[src/design/hctc_pkg.sv]
// types, codes and helpers shared by the countdown timer files
package hctc_pkg;

  typedef enum logic [2:0] {
    MODE_SETUP     = 3'd0,
    MODE_COUNT     = 3'd1,
    MODE_DISARMING = 3'd2,
    MODE_DISARMED  = 3'd3,
    MODE_ALARM     = 3'd4
  } mode_e;

  typedef enum logic [1:0] {
    BEEP_NONE  = 2'd0,
    BEEP_CLICK = 2'd1,
    BEEP_COUNT = 2'd2,
    BEEP_ALARM = 2'd3
  } beep_e;

  typedef enum logic [1:0] {
    BTN_A    = 2'd0,
    BTN_B    = 2'd1,
    BTN_C    = 2'd2,
    BTN_NONE = 2'd3
  } btn_e;

  localparam logic [2:0] CFG_DISARM_HOLD = 3'd0;
  localparam logic [2:0] CFG_FLASH_INT   = 3'd1;
  localparam logic [2:0] CFG_LONG_BEEP   = 3'd2;
  localparam logic [2:0] CFG_DEC_HOLD    = 3'd3;
  localparam logic [2:0] CFG_DEC_REPEAT  = 3'd4;

  localparam logic [9:0] SEC_MS  = 10'd1000;
  localparam logic [9:0] FAST_MS = 10'd333;
  localparam logic [5:0] MIN_LIM = 6'd60;

  typedef struct packed {
    logic [15:0] disarm_hold;
    logic [15:0] flash_int;
    logic [15:0] long_beep;
    logic [15:0] dec_hold;
    logic [15:0] dec_repeat;
  } cfg_t;

  typedef struct packed {
    logic        a_down;
    logic        b_down;
    logic        c_down;
    logic        a_pressed;
    logic        b_pressed;
    logic        c_pressed;
  } btn_t;

  typedef struct packed {
    mode_e       mode;
    logic [1:0]  selection;
    logic [4:0]  show_hours;
    logic [5:0]  show_minutes;
    logic [5:0]  show_seconds;
    logic [15:0] disarm_elapsed_ms;
    beep_e       beep_kind;
    logic        speaker_mute;
    logic        flash_on;
  } res_t;

  function automatic logic [15:0] inc16(input logic [15:0] v);
    return (v == 16'hFFFF) ? v : v + 16'd1;
  endfunction

  function automatic logic [9:0] inc1000(input logic [9:0] v);
    return (v >= SEC_MS) ? SEC_MS : v + 10'd1;
  endfunction

  function automatic logic [5:0] min_up(input logic [5:0] v);
    return (v + 6'd1 >= MIN_LIM) ? 6'd0 : v + 6'd1;
  endfunction

  function automatic logic [5:0] min_down(input logic [5:0] v);
    return (v == 6'd0 || v > MIN_LIM) ? MIN_LIM - 6'd1 : v - 6'd1;
  endfunction

endpackage

[src/design/hctc_in_if.sv]
// input channel: one tick beat carrying button levels and press flags
interface hctc_in_if;
  logic valid;
  logic ready;
  logic btn_a_down;
  logic btn_b_down;
  logic btn_c_down;
  logic btn_a_pressed;
  logic btn_b_pressed;
  logic btn_c_pressed;

  modport source (output valid, btn_a_down, btn_b_down, btn_c_down,
                  btn_a_pressed, btn_b_pressed, btn_c_pressed, input ready);
  modport sink (input valid, btn_a_down, btn_b_down, btn_c_down,
                btn_a_pressed, btn_b_pressed, btn_c_pressed, output ready);
endinterface

[src/design/hctc_out_if.sv]
// output channel: one result beat per tick
interface hctc_out_if;
  logic        valid;
  logic        ready;
  logic [2:0]  mode;
  logic [1:0]  selection;
  logic [4:0]  show_hours;
  logic [5:0]  show_minutes;
  logic [5:0]  show_seconds;
  logic [15:0] disarm_elapsed_ms;
  logic [1:0]  beep_kind;
  logic        speaker_mute;
  logic        flash_on;

  modport source (output valid, mode, selection, show_hours, show_minutes, show_seconds,
                  disarm_elapsed_ms, beep_kind, speaker_mute, flash_on, input ready);
  modport sink (input valid, mode, selection, show_hours, show_minutes, show_seconds,
                disarm_elapsed_ms, beep_kind, speaker_mute, flash_on, output ready);
endinterface

[src/design/hctc_cfg.sv]
// configuration register file
module hctc_cfg (
  input  logic             clk_i,
  input  logic             rst_ni,
  input  logic             cfg_we_i,
  input  logic [2:0]       cfg_idx_i,
  input  logic [15:0]      cfg_wdata_i,
  output hctc_pkg::cfg_t   cfg_o
);
  import hctc_pkg::*;

  cfg_t cfg_q;

  always_ff @(posedge clk_i or negedge rst_ni) begin
    if (!rst_ni) begin
      cfg_q.disarm_hold <= 16'd5000;
      cfg_q.flash_int   <= 16'd200;
      cfg_q.long_beep   <= 16'd10000;
      cfg_q.dec_hold    <= 16'd500;
      cfg_q.dec_repeat  <= 16'd100;
    end else if (cfg_we_i) begin
      case (cfg_idx_i)
        CFG_DISARM_HOLD: cfg_q.disarm_hold <= cfg_wdata_i;
        CFG_FLASH_INT:   cfg_q.flash_int   <= cfg_wdata_i;
        CFG_LONG_BEEP:   cfg_q.long_beep   <= cfg_wdata_i;
        CFG_DEC_HOLD:    cfg_q.dec_hold    <= cfg_wdata_i;
        CFG_DEC_REPEAT:  cfg_q.dec_repeat  <= cfg_wdata_i;
        default: ;
      endcase
    end
  end

  assign cfg_o = cfg_q;
endmodule

[src/design/hctc_core.sv]
// timer state and the per-tick update
module hctc_core #(
  parameter int HOUR_LIMIT = 24
) (
  input  logic            clk_i,
  input  logic            rst_ni,
  input  logic            step_i,
  input  hctc_pkg::btn_t  btn_i,
  input  hctc_pkg::cfg_t  cfg_i,
  output hctc_pkg::res_t  res_o
);
  import hctc_pkg::*;

  localparam int HW = $clog2(HOUR_LIMIT + 1);
  localparam logic [HW-1:0] HLIM = HW'(HOUR_LIMIT);
  localparam logic [HW-1:0] HMAX = HW'(HOUR_LIMIT - 1);

  mode_e       mode_q, mode_d;
  logic [1:0]  fs_q, fs_d;
  logic [HW-1:0] set_h_q, set_h_d, sav_h_q, sav_h_d, rem_h_q, rem_h_d;
  logic [5:0]  set_m_q, set_m_d, set_s_q, set_s_d;
  logic [5:0]  sav_m_q, sav_m_d, sav_s_q, sav_s_d;
  logic [5:0]  rem_m_q, rem_m_d, rem_s_q, rem_s_d;
  logic [9:0]  sec_q, sec_d;
  logic [9:0]  bs_q [4];
  logic [9:0]  bs_d [4];
  logic        da_q, da_d;
  btn_e        db_q, db_d;
  logic [15:0] de_q, de_d;
  logic        tone_q, tone_d;
  logic [15:0] ae_q, ae_d;
  logic        fp_q, fp_d;
  logic [15:0] fe_q, fe_d;
  logic [15:0] bh_q, bh_d, rep_q, rep_d;

  logic        dec, any, r_nz, r_gt60, r_ge10, r_ge3, s_mod10;
  btn_e        id;
  beep_e       beep;
  logic        mute;

  function automatic logic [HW-1:0] hr_up(input logic [HW-1:0] v);
    return ({1'b0, v} + 1 >= {1'b0, HLIM}) ? '0 : v + HW'(1);
  endfunction

  function automatic logic [HW-1:0] hr_down(input logic [HW-1:0] v);
    return (v == '0 || v > HLIM) ? HMAX : v - HW'(1);
  endfunction

  // remaining time is kept split into h:m:s so no divider is needed
  always_comb begin
    r_nz    = (rem_h_q != '0) || (rem_m_q != '0) || (rem_s_q != '0);
    r_gt60  = (rem_h_q != '0) || (rem_m_q > 6'd1) || (rem_m_q == 6'd1 && rem_s_q != '0);
    r_ge10  = (rem_h_q != '0) || (rem_m_q != '0) || (rem_s_q >= 6'd10);
    r_ge3   = (rem_h_q != '0) || (rem_m_q != '0) || (rem_s_q >= 6'd3);
    s_mod10 = rem_s_q inside {6'd0, 6'd10, 6'd20, 6'd30, 6'd40, 6'd50};
  end

  always_comb begin
    mode_d = mode_q; fs_d = fs_q;
    set_h_d = set_h_q; set_m_d = set_m_q; set_s_d = set_s_q;
    sav_h_d = sav_h_q; sav_m_d = sav_m_q; sav_s_d = sav_s_q;
    rem_h_d = rem_h_q; rem_m_d = rem_m_q; rem_s_d = rem_s_q;
    da_d = da_q; db_d = db_q; de_d = de_q;
    tone_d = tone_q; ae_d = ae_q; fp_d = fp_q; fe_d = fe_q;
    beep = BEEP_NONE; mute = 1'b0; dec = 1'b0;
    sec_d = inc1000(sec_q);
    for (int i = 0; i < 4; i++) bs_d[i] = inc1000(bs_q[i]);

    bh_d = bh_q; rep_d = rep_q;
    if (btn_i.b_down) begin
      bh_d = inc16(bh_q);
      if (bh_d >= cfg_i.dec_hold) begin
        if (bh_q < cfg_i.dec_hold) begin
          dec = 1'b1; rep_d = '0;
        end else begin
          rep_d = inc16(rep_q);
          if (rep_d >= cfg_i.dec_repeat) begin
            dec = 1'b1; rep_d = '0;
          end
        end
      end
    end else begin
      bh_d = '0; rep_d = '0;
    end

    any = btn_i.a_down || btn_i.b_down || btn_i.c_down;
    id  = btn_i.a_down ? BTN_A : (btn_i.b_down ? BTN_B : (btn_i.c_down ? BTN_C : BTN_NONE));

    case (mode_q)
      MODE_SETUP: begin
        if (btn_i.a_pressed) begin
          beep = BEEP_CLICK;
          fs_d = (fs_q >= 2'd2) ? 2'd0 : fs_q + 2'd1;
        end
        if (btn_i.b_pressed) begin
          beep = BEEP_CLICK;
          case (fs_d)
            2'd0: set_h_d = hr_up(set_h_d);
            2'd1: set_m_d = min_up(set_m_d);
            2'd2: set_s_d = min_up(set_s_d);
            default: ;
          endcase
        end
        if (dec) begin
          case (fs_d)
            2'd0: set_h_d = hr_down(set_h_d);
            2'd1: set_m_d = min_down(set_m_d);
            2'd2: set_s_d = min_down(set_s_d);
            default: ;
          endcase
        end
        if (btn_i.c_pressed) begin
          beep = BEEP_CLICK;
          if (set_h_d != '0 || set_m_d != '0 || set_s_d != '0) begin
            sav_h_d = set_h_d; sav_m_d = set_m_d; sav_s_d = set_s_d;
            rem_h_d = set_h_d; rem_m_d = set_m_d; rem_s_d = set_s_d;
            mode_d = MODE_COUNT;
            sec_d = '0;
            for (int i = 0; i < 4; i++) bs_d[i] = SEC_MS;
            tone_d = 1'b0;
          end
        end
      end
      MODE_COUNT, MODE_DISARMING: begin
        if (any && !da_q) begin
          beep = BEEP_CLICK;
          da_d = 1'b1; db_d = id; de_d = '0;
          mode_d = MODE_DISARMING;
        end else if (!any && da_q) begin
          da_d = 1'b0; db_d = BTN_NONE; de_d = '0; mode_d = MODE_COUNT;
        end else if (any && da_q) begin
          if (id == db_q) begin
            de_d = inc16(de_q);
            if (de_d >= cfg_i.disarm_hold) begin
              da_d = 1'b0; db_d = BTN_NONE; de_d = '0; mode_d = MODE_DISARMED;
            end
          end else begin
            da_d = 1'b0; db_d = BTN_NONE; de_d = '0; mode_d = MODE_COUNT;
          end
        end
        if (mode_d == MODE_COUNT) begin
          if (r_gt60) begin
            if (rem_s_q == '0 && bs_d[0] >= SEC_MS) begin
              beep = BEEP_COUNT; bs_d[0] = '0;
            end
          end else if (r_ge10) begin
            if (s_mod10 && bs_d[1] >= SEC_MS) begin
              beep = BEEP_COUNT; bs_d[1] = '0;
            end
          end else if (r_ge3) begin
            if (bs_d[2] >= SEC_MS) begin
              beep = BEEP_COUNT; bs_d[2] = '0;
            end
          end else if (r_nz) begin
            if (bs_d[3] >= FAST_MS) begin
              beep = BEEP_COUNT; bs_d[3] = '0;
            end
          end
          if (sec_d >= SEC_MS) begin
            if (r_nz) begin
              sec_d = '0;
              if (rem_s_q != '0) begin
                rem_s_d = rem_s_q - 6'd1;
              end else begin
                rem_s_d = MIN_LIM - 6'd1;
                if (rem_m_q != '0) begin
                  rem_m_d = rem_m_q - 6'd1;
                end else begin
                  rem_m_d = MIN_LIM - 6'd1;
                  rem_h_d = rem_h_q - HW'(1);
                end
              end
            end else begin
              tone_d = 1'b1; ae_d = '0; beep = BEEP_ALARM;
              mode_d = MODE_ALARM; fe_d = '0;
            end
          end
        end
      end
      MODE_DISARMED: begin
        if (btn_i.a_pressed || btn_i.b_pressed || btn_i.c_pressed) begin
          beep = BEEP_CLICK; mode_d = MODE_SETUP; fs_d = '0;
          set_h_d = sav_h_q; set_m_d = sav_m_q; set_s_d = sav_s_q;
        end
      end
      MODE_ALARM: begin
        if (tone_q) begin
          ae_d = inc16(ae_q);
          if (ae_d >= cfg_i.long_beep) begin
            tone_d = 1'b0; mute = 1'b1;
          end
        end
        if (btn_i.a_pressed || btn_i.b_pressed || btn_i.c_pressed) begin
          if (tone_d) begin
            mute = 1'b1; tone_d = 1'b0;
          end
          beep = BEEP_CLICK; mode_d = MODE_SETUP; fs_d = '0;
          set_h_d = sav_h_q; set_m_d = sav_m_q; set_s_d = sav_s_q;
        end else begin
          fe_d = inc16(fe_q);
          if (fe_d > cfg_i.flash_int) begin
            fp_d = !fp_q; fe_d = '0;
          end
        end
      end
      default: ;
    endcase
  end

  always_comb begin
    res_o.mode      = mode_d;
    res_o.selection = fs_d;
    if (mode_d == MODE_SETUP) begin
      res_o.show_hours   = 5'(set_h_d);
      res_o.show_minutes = set_m_d;
      res_o.show_seconds = set_s_d;
    end else begin
      res_o.show_hours   = 5'(rem_h_d);
      res_o.show_minutes = rem_m_d;
      res_o.show_seconds = rem_s_d;
    end
    res_o.disarm_elapsed_ms = da_d ? de_d : 16'd0;
    res_o.beep_kind    = beep;
    res_o.speaker_mute = mute;
    res_o.flash_on     = (mode_d == MODE_ALARM) && fp_d;
  end

  always_ff @(posedge clk_i or negedge rst_ni) begin
    if (!rst_ni) begin
      mode_q <= MODE_SETUP; fs_q <= '0;
      set_h_q <= '0; set_m_q <= '0; set_s_q <= '0;
      sav_h_q <= '0; sav_m_q <= '0; sav_s_q <= '0;
      rem_h_q <= '0; rem_m_q <= '0; rem_s_q <= '0;
      sec_q <= '0;
      for (int i = 0; i < 4; i++) bs_q[i] <= SEC_MS;
      da_q <= 1'b0; db_q <= BTN_NONE; de_q <= '0;
      tone_q <= 1'b0; ae_q <= '0; fp_q <= 1'b0; fe_q <= '0;
      bh_q <= '0; rep_q <= '0;
    end else if (step_i) begin
      mode_q <= mode_d; fs_q <= fs_d;
      set_h_q <= set_h_d; set_m_q <= set_m_d; set_s_q <= set_s_d;
      sav_h_q <= sav_h_d; sav_m_q <= sav_m_d; sav_s_q <= sav_s_d;
      rem_h_q <= rem_h_d; rem_m_q <= rem_m_d; rem_s_q <= rem_s_d;
      sec_q <= sec_d;
      for (int i = 0; i < 4; i++) bs_q[i] <= bs_d[i];
      da_q <= da_d; db_q <= db_d; de_q <= de_d;
      tone_q <= tone_d; ae_q <= ae_d; fp_q <= fp_d; fe_q <= fe_d;
      bh_q <= bh_d; rep_q <= rep_d;
    end
  end
endmodule

[src/design/hold_to_cancel_countdown_timer.sv]
// top level: config registers, timer core and output register
// Each input beat is one millisecond tick and yields exactly one result beat.
// The block takes one tick per clock cycle: the whole update of the timer state
// is one pass of logic between the state registers and the result register, and
// a new tick is accepted whenever the result register is empty or its beat is
// being taken in the same cycle. The remaining time is held as hours, minutes
// and seconds, so no divider sits in the path. Configuration writes take effect
// on the next tick.
module hold_to_cancel_countdown_timer #(
  parameter int HOUR_LIMIT = 24
) (
  input  logic        clk_i,
  input  logic        rst_ni,
  hctc_in_if.sink     in_if,
  hctc_out_if.source  out_if,
  input  logic        cfg_we_i,
  input  logic [2:0]  cfg_idx_i,
  input  logic [15:0] cfg_wdata_i
);
  import hctc_pkg::*;

  cfg_t cfg;
  btn_t btn;
  res_t res, res_q;
  logic out_valid_q, step;

  assign in_if.ready = !out_valid_q || out_if.ready;
  assign step = in_if.valid && in_if.ready;

  assign btn = '{a_down: in_if.btn_a_down, b_down: in_if.btn_b_down,
                 c_down: in_if.btn_c_down, a_pressed: in_if.btn_a_pressed,
                 b_pressed: in_if.btn_b_pressed, c_pressed: in_if.btn_c_pressed};

  hctc_cfg u_cfg (
    .clk_i, .rst_ni, .cfg_we_i, .cfg_idx_i, .cfg_wdata_i, .cfg_o(cfg)
  );

  hctc_core #(.HOUR_LIMIT(HOUR_LIMIT)) u_core (
    .clk_i, .rst_ni, .step_i(step), .btn_i(btn), .cfg_i(cfg), .res_o(res)
  );

  always_ff @(posedge clk_i or negedge rst_ni) begin
    if (!rst_ni) begin
      out_valid_q <= 1'b0;
    end else if (step) begin
      out_valid_q <= 1'b1;
    end else if (out_if.ready) begin
      out_valid_q <= 1'b0;
    end
  end

  always_ff @(posedge clk_i) begin
    if (step) begin
      res_q <= res;
    end
  end

  assign out_if.valid             = out_valid_q;
  assign out_if.mode              = res_q.mode;
  assign out_if.selection         = res_q.selection;
  assign out_if.show_hours        = res_q.show_hours;
  assign out_if.show_minutes      = res_q.show_minutes;
  assign out_if.show_seconds      = res_q.show_seconds;
  assign out_if.disarm_elapsed_ms = res_q.disarm_elapsed_ms;
  assign out_if.beep_kind         = res_q.beep_kind;
  assign out_if.speaker_mute      = res_q.speaker_mute;
  assign out_if.flash_on          = res_q.flash_on;
endmodule

[src/flat_wrapper.sv]
// flat-port wrapper written by rule: the top's interface ports become plain ports
module hold_to_cancel_countdown_timer_flat import hctc_pkg::*;
#(
  parameter int HOUR_LIMIT = 24
)
  (clk_i, rst_ni, cfg_we_i, cfg_idx_i, cfg_wdata_i, in_if_valid, in_if_btn_a_down, in_if_btn_b_down, in_if_btn_c_down, in_if_btn_a_pressed, in_if_btn_b_pressed, in_if_btn_c_pressed, in_if_ready, out_if_valid, out_if_mode, out_if_selection, out_if_show_hours, out_if_show_minutes, out_if_show_seconds, out_if_disarm_elapsed_ms, out_if_beep_kind, out_if_speaker_mute, out_if_flash_on, out_if_ready);
  hctc_in_if in_if_i ();
  hctc_out_if out_if_i ();
  input  logic clk_i;
  input  logic rst_ni;
  input  logic cfg_we_i;
  input  logic [2:0] cfg_idx_i;
  input  logic [15:0] cfg_wdata_i;
  input wire logic [$bits(in_if_i.valid)-1:0] in_if_valid;
  input wire logic [$bits(in_if_i.btn_a_down)-1:0] in_if_btn_a_down;
  input wire logic [$bits(in_if_i.btn_b_down)-1:0] in_if_btn_b_down;
  input wire logic [$bits(in_if_i.btn_c_down)-1:0] in_if_btn_c_down;
  input wire logic [$bits(in_if_i.btn_a_pressed)-1:0] in_if_btn_a_pressed;
  input wire logic [$bits(in_if_i.btn_b_pressed)-1:0] in_if_btn_b_pressed;
  input wire logic [$bits(in_if_i.btn_c_pressed)-1:0] in_if_btn_c_pressed;
  output wire logic [$bits(in_if_i.ready)-1:0] in_if_ready;
  output wire logic [$bits(out_if_i.valid)-1:0] out_if_valid;
  output wire logic [$bits(out_if_i.mode)-1:0] out_if_mode;
  output wire logic [$bits(out_if_i.selection)-1:0] out_if_selection;
  output wire logic [$bits(out_if_i.show_hours)-1:0] out_if_show_hours;
  output wire logic [$bits(out_if_i.show_minutes)-1:0] out_if_show_minutes;
  output wire logic [$bits(out_if_i.show_seconds)-1:0] out_if_show_seconds;
  output wire logic [$bits(out_if_i.disarm_elapsed_ms)-1:0] out_if_disarm_elapsed_ms;
  output wire logic [$bits(out_if_i.beep_kind)-1:0] out_if_beep_kind;
  output wire logic [$bits(out_if_i.speaker_mute)-1:0] out_if_speaker_mute;
  output wire logic [$bits(out_if_i.flash_on)-1:0] out_if_flash_on;
  input wire logic [$bits(out_if_i.ready)-1:0] out_if_ready;
  assign in_if_i.valid = in_if_valid;
  assign in_if_i.btn_a_down = in_if_btn_a_down;
  assign in_if_i.btn_b_down = in_if_btn_b_down;
  assign in_if_i.btn_c_down = in_if_btn_c_down;
  assign in_if_i.btn_a_pressed = in_if_btn_a_pressed;
  assign in_if_i.btn_b_pressed = in_if_btn_b_pressed;
  assign in_if_i.btn_c_pressed = in_if_btn_c_pressed;
  assign in_if_ready = in_if_i.ready;
  assign out_if_valid = out_if_i.valid;
  assign out_if_mode = out_if_i.mode;
  assign out_if_selection = out_if_i.selection;
  assign out_if_show_hours = out_if_i.show_hours;
  assign out_if_show_minutes = out_if_i.show_minutes;
  assign out_if_show_seconds = out_if_i.show_seconds;
  assign out_if_disarm_elapsed_ms = out_if_i.disarm_elapsed_ms;
  assign out_if_beep_kind = out_if_i.beep_kind;
  assign out_if_speaker_mute = out_if_i.speaker_mute;
  assign out_if_flash_on = out_if_i.flash_on;
  assign out_if_i.ready = out_if_ready;
  hold_to_cancel_countdown_timer #(.HOUR_LIMIT(HOUR_LIMIT)) u_core (.clk_i(clk_i), .rst_ni(rst_ni), .in_if(in_if_i), .out_if(out_if_i), .cfg_we_i(cfg_we_i), .cfg_idx_i(cfg_idx_i), .cfg_wdata_i(cfg_wdata_i));
endmodule
[config.mk]
export PLATFORM = sky130hd
export DESIGN_NAME = hold_to_cancel_countdown_timer_flat
export DESIGN_NICKNAME = d
export VERILOG_FILES = /design/src/design/hctc_pkg.sv /design/src/design/hctc_in_if.sv /design/src/design/hctc_out_if.sv /design/src/design/hctc_cfg.sv /design/src/design/hctc_core.sv /design/src/design/hold_to_cancel_countdown_timer.sv /design/src/flat_wrapper.sv
export SDC_FILE = /design/constraint.sdc
export NUM_CORES = 1
export LEC_CHECK = 0
export ABC_CLOCK_PERIOD_IN_PS = 6800
export CAP_MARGIN = 20
export CORE_ASPECT_RATIO = 0.5
export CORE_MARGIN = 2
export CORE_UTILIZATION = 44
export DETAILED_ROUTE_END_ITERATION = 10
export DONT_BUFFER_PORTS = 1
export PLACE_DENSITY = 0.7
export SYNTH_ARGS = -nofsm -noshare
export SYNTH_HDL_FRONTEND = slang
export SYNTH_SLANG_ARGS = --single-unit
[constraint.sdc]
create_clock -name clk_i -period 6.8 [get_ports clk_i]
set_input_delay 0.68 -clock clk_i [delete_from_list [all_inputs] [get_ports clk_i]]
set_output_delay 0.68 -clock clk_i [all_outputs]
set_load 0.02 [all_outputs]
# Word level (Yosys, flattened, before mapping)
# Cells that the tools add are included.
[classes] reduce_logical=60 n_eq_ne=33 mux=176 add_sub_neg=21 n_lt_le_gt_ge=26
[ops] operator="$mux W16" n=22
[ops] operator="$mux W10" n=19
[ops] operator="$mux W6" n=31
[ops] operator="$mux W40" n=3
[ops] operator="$ge A10 B10 Y1 const B" n=9
[ops] operator="$add A16 B1 Y16 const B" n=5
[ops] operator="$eq A16 B16 Y1 const B" n=5
[ops] operator="$mux W5" n=16
[ops] operator="$pmux W40 S2" n=1
[ops] operator="$ge A16 B16 Y1" n=4
[ops] operator="$pmux W16 S2" n=2
[ops] operator="$add A10 B1 Y10 const B" n=5
[ops] operator="$mux W2" n=24
[ops] operator="$pmux W6 S2" n=4
[ops] operator="$mux W3" n=12
[ops] operator="$mux W1" n=32
[ops] operator="$mux W30" n=1
[ops] operator="$reduce_bool A6 Y1" n=5
[ops] operator="$sub A6 B1 Y6 const B" n=4
[ops] operator="$mux W20" n=1
[ops] operator="$pmux W10 S2" n=1
[ops] operator="$pmux W5 S2" n=2
[ops] operator="$logic_not A6 Y1" n=3
[ops] operator="$mux W17" n=1
[ops] operator="other kinds (47)" n=104
[totals] reg_bits=314 word_cells=356 out_inout_bits=44

# Logic depth before layout (Yosys ltp)
[depth] ltp_word=22 depth_mapped=26

# By module
# Synthesis repeated with hierarchy kept, for this count alone.
[hier_totals] cells_unflattened=2509 area_unflattened_um2=22086.2
[modules_own_cells] mod="hctc_core" area_per_inst_um2=17693.2 n_inst=1 cells_each=2290
[modules_own_cells] mod="hctc_cfg" area_per_inst_um2=3078.0 n_inst=1 cells_each=173
[modules_own_cells] mod="hold_to_cancel_countdown_timer" area_per_inst_um2=1315.0 n_inst=1 cells_each=46

# Least setup slack after synthesis
# No wires, ideal clock.
[synth_timing] path_kind="flip-flop to flip-flop" from="register u_core.u_core.bh_q[4]" to="register u_core.res_q, in the netlist u_core.out_if.show_hours[4] (data pin)" stages_incl_launch_ff=24 setup_slack_ns=0.855 setup_time_ns=0.261 arrival_time_ns=5.685 cell_sequence="dfrtp_1 > clkbuf_1 > and3_1 > and4_1 > and4_1 > and3_1 > clkbuf_1 > nand4_1 > and4_1 > nand4_1 > xnor2_1 > ha_1 > nand4_1 > or4_1 > o32a_1 > a21oi_2 > o21ai_1 > or4b_1 > a211o_1 > nor4_4 > and3_1 > buf_4 > o21ai_2 > a221o_1"
[synth_rtl] element="start, declared" line_no="hctc_core.sv:34" rtl="logic [15:0] bh_q, bh_d, rep_q, rep_d;"
[synth_rtl] element="start signal, assigned" line_no="hctc_core.sv:248" rtl="bh_q <= bh_d; rep_q <= rep_d;"
[synth_rtl] element="end signal, assigned" line_no="hold_to_cancel_countdown_timer.sv:54" rtl="res_q <= res;"
[synth_rtl] element="end, declared" line_no="hold_to_cancel_countdown_timer.sv:24" rtl="res_t res, res_q;"

==> reports/results.ini <==
[outcome]
outcome = finished with violations
violations = hold timing

[synth]
synthesis.area_sq_um = 21600
async_reset_ff_share_pct = 86.6
yosysSeqAreaShare_pct = 37.6
syn_nets = 2714
netlist_instances = 2554
ys_warn_count = 0
synth_edf_count = 42
synth_ff_type = dfrtp_1
ys_seq_elements = 314
synth_cell_types = 95
avgSynthCellArea_sq_um = 8.47

[finish]
final_nets = 2637
final_common_cell = nand2_1
antennaDiodeCount = 0
drive_above_1_share_pct = 9.11
stdcell_count = 3151
final_core_util_pct = 47.9
final_cell_mix = 350 x nand2_1, 237 x o21ai_0, 223 x dfrtp_1, 170 x nor2_1, 147 x a21oi_1
synthToLayoutAreaGrowth_pct = 7.52

[min_path]
hp-class = input port to asynchronous set/reset pin

[worst_setup_path]
cp-start-kind = register
worst-path-buf-inv = 2
endpoint_kind = register
cp_max_fo = 20
worstPathRequired_ns = 7.14
path_cells = and3_1 > and4_1 > and4_1 > and3_1 > nand4_1 > and4_1 > nand4_1 > xnor2_1 > ha_1 > nand4_1 > or4_1 > o32a_1 > a21oi_4 > o21ai_1 > buf_4 > or4b_1 > a211o_1 > nor4_4 > and3_1 > buf_4 > o21ai_2 > a221o_1
r2r-start = u_core.u_core.bh_q[6]$_DFFE_PN0P_
endpoint = u_core.out_if.show_hours[4]$_DFFE_PP_
max_stage_delay_ns = 0.55
crit_type = register to register
worst-path-stages = 22
cp_slowest_cell = or4b_1
arrival_ns = 6.79
r2r_end = u_core.out_if.show_hours[4]$_DFFE_PP_
reg2regPathDepth = 22
crit_path_start = u_core.u_core.bh_q[6]$_DFFE_PN0P_
reg2reg_slack_ns = 0.35
crit_family = simple AND/OR/NAND/NOR gates

[die]
num_io_pins = 74
rows = 57
design.core.area_sq_um = 48500
die_w_microns = 317
initial_core_util_pct = 44.6
dieHeight_microns = 161
die_area_sq_um = 51000

[detailed_routing]
drt_iter0_markers = 1760
wl_per_cell_microns = 18.9
postRouteAntennaNets = 0
routed-via-count = 19000
drc = 0
first_pass_iters = 5
viasPerCell = 6.04
drt_wl_total_mm = 59.6

[pwr]
pwr-share-comb_pct = 40.5
p_sw_share_pct = 42.5
leakage_nw = 9.81
seq_power_share_pct = 38.7
ir_worst_vdd_mv = 0.185
p_int_w = 0.00466
clockPowerShare_pct = 20.8
power.switching_w = 0.00345
power_density_nw_per_um2 = 349

[timing]
fin_tns_setup_ns = 0
rsz0062_at_grt = no
post-route-period-util_pct = 94.9
fin_ws_ns = 0.349
finalSetupViolations = 0
min_period_ns = 6.45
relSlewSlack_pct = 30.9
hold_viol_final = 9
slew_violations = 0
finalHoldWorstSlack_ns = -0.0396
fmax_ghz = 0.155
worst_pin_slew_ns = 1.03
skew_ns = 0.0162

[global_route]
grt_usage_pct = 23.1
gr-usage-met3_pct = 2.96
grt_start_max_net_pins = 245
grt_pass1_wl_mm = 97.2
use_met1_pct = 31.7
grt_pass1_vias = 17900
grt_busiest_layer = met2
grt_use_met2_pct = 37.5
gr-total-overflow = 0
grt_antenna_before_repair = 0

[clock_network]
clock_latency_ns = 0.59
cts_tree = built
cts.path.max_buffers = 3
cts.htree.levels = 1
cts.sinks = 314
clk_pin_slew_ns = 0.07
numCtsBuffers = 31
cts_root_buf = clkbuf_16

[flow_run]
cap_violations = 0

[placed_design]
io_buffers = 0
dpl.cell_count = 3089
place.gp.congestion = 0.926
dpl_worst_slack_ns = 0.299
place_hpwl_mm = 41.7

## state kept, by name (all words and copies together) (netlist names), 10 cells and up
name                             count
u_core.u_core.bh_q                  16
u_core.u_core.sec_q                 10
u_core.out_if.disarm_elapsed_ms     16
u_core.u_core.bs_q                  40
u_core.u_cfg.cfg_o                  80
u_core.u_core.ae_q                  16
u_core.u_core.rep_q                 16
u_core.u_core.fe_q                  16
u_core.u_core.de_q                  16
## logic make-up (layout without fill, tap and decap cells)
family,after synthesis,count (layout),share of synthesized area [%]
simple gates,929,929,20.9
mux,58,58,2.92
xor+xnor,80,80,3.24
buf+inv,283,231,5.01
fa+ha+maj,130,130,7.52
compound gates,760,760,22.8
flops,314,314,37.6
## through the flow
step	hold slack, ns	total power, W	area, sq um
3_5_place_dp	0.399	0.00633	22200
5_1_grt	0.0154	0.00870	23200
2_1_floorplan	0.384	0.00542	21600
3_3_place_gp	0.397	0.00625	22200
6_report	-0.0396	0.00811	23200
4_1_cts	0.147	0.00808	23200
## cells in the mapped netlist, types with 17 or more instances
library cell	n	area share, %
mux2_2	36	1.9
a21o_1	43	1.5
dfrtp_1	224	26
o31ai_1	25	0.87
and3_1	43	1.2
a31oi_1	42	1.2
a21oi_1	148	3.4
clkbuf_1	124	2.2
nand2b_1	31	0.90
xor2_1	28	1.1
nor2b_1	22	0.64
o21a_1	19	0.66
edfxtp_1	42	5.8
o22ai_1	22	0.64
nor2_1	171	3.0
dfstp_2	48	5.8
ha_1	130	7.5
mux2i_1	17	0.79
nand4_1	46	1.3
and2_1	18	0.52
or3_1	20	0.58
nand2_1	351	6.1
o21ai_0	238	5.5
a22o_1	35	1.4
nand3_1	79	1.8
nor3_1	55	1.3
inv_1	135	2.3
xnor2_1	52	2.1
## routing by layer
metal | routed length [microns] | up-vias
li1 | - | 9141
met1 | 26200 | 9130
met2 | 27200 | 643
met3 | 3910 | 133
met4 | 2300 | 0
met5 | 0 | -
## worst register-to-register path: cells and delay by family, from the launching register on
family / cells / cell delay, ns
XOR/XNOR: 1 / 0.17
AND/OR/NAND/NOR: 12 / 3.22
flip-flops: 1 / 0.44
buffers and inverters: 2 / 0.43
AO/OA/AOI/OAI: 6 / 1.65
adder cells (fa/ha/maj): 1 / 0.29
## worst min-delay path by stage
stage	startpoint	end	slack [ns]	depth (start not counted)
6_report	rst_ni	u_core.u_core.bs_q[0]$_DFFE_PN0P_	-0.04	1
3_3_place_gp	rst_ni	u_core.u_core.bs_q[0]$_DFFE_PN0P_	0.40	0
5_1_grt	rst_ni	u_core.u_core.bs_q[4]$_DFFE_PN0P_	0.02	1
3_5_place_dp	rst_ni	u_core.u_core.bs_q[0]$_DFFE_PN0P_	0.40	0
2_1_floorplan	rst_ni	u_core.out_if.valid$_DFFE_PN0P_	0.38	0
4_1_cts	rst_ni	u_core.u_core.bs_q[27]$_DFFE_PN1P_	0.15	1
## power by group through the flow
stage	Clock, W	Sequential (W)	Combinational [W]
after floorplan	0	0.00283	0.00260
after global placement	0	0.00313	0.00311
after detailed placement	0	0.00315	0.00318
after CTS	0.00172	0.00312	0.00324
after global routing	0.00181	0.00321	0.00368
final	0.00169	0.00313	0.00328
## final cells by class
cell class	instances	area [sq um]
fill	4588	25200
multi-input combinational	1957	12500
sequential	314	8130
clock buffer	49	925
tap	649	812
inverter	136	513
timing repair buffer	37	328
clock inverter	9	51.3
## timing repair
action / CTS / global route
hold buffers: 2 / 0
setup buffers: 0 / 0
endpoints found under the setup margin: 0 / 25
endpoints found under the hold margin: 244 / 0
gates resized for setup: 0 / 5
(Power assumes the default switching activity.)
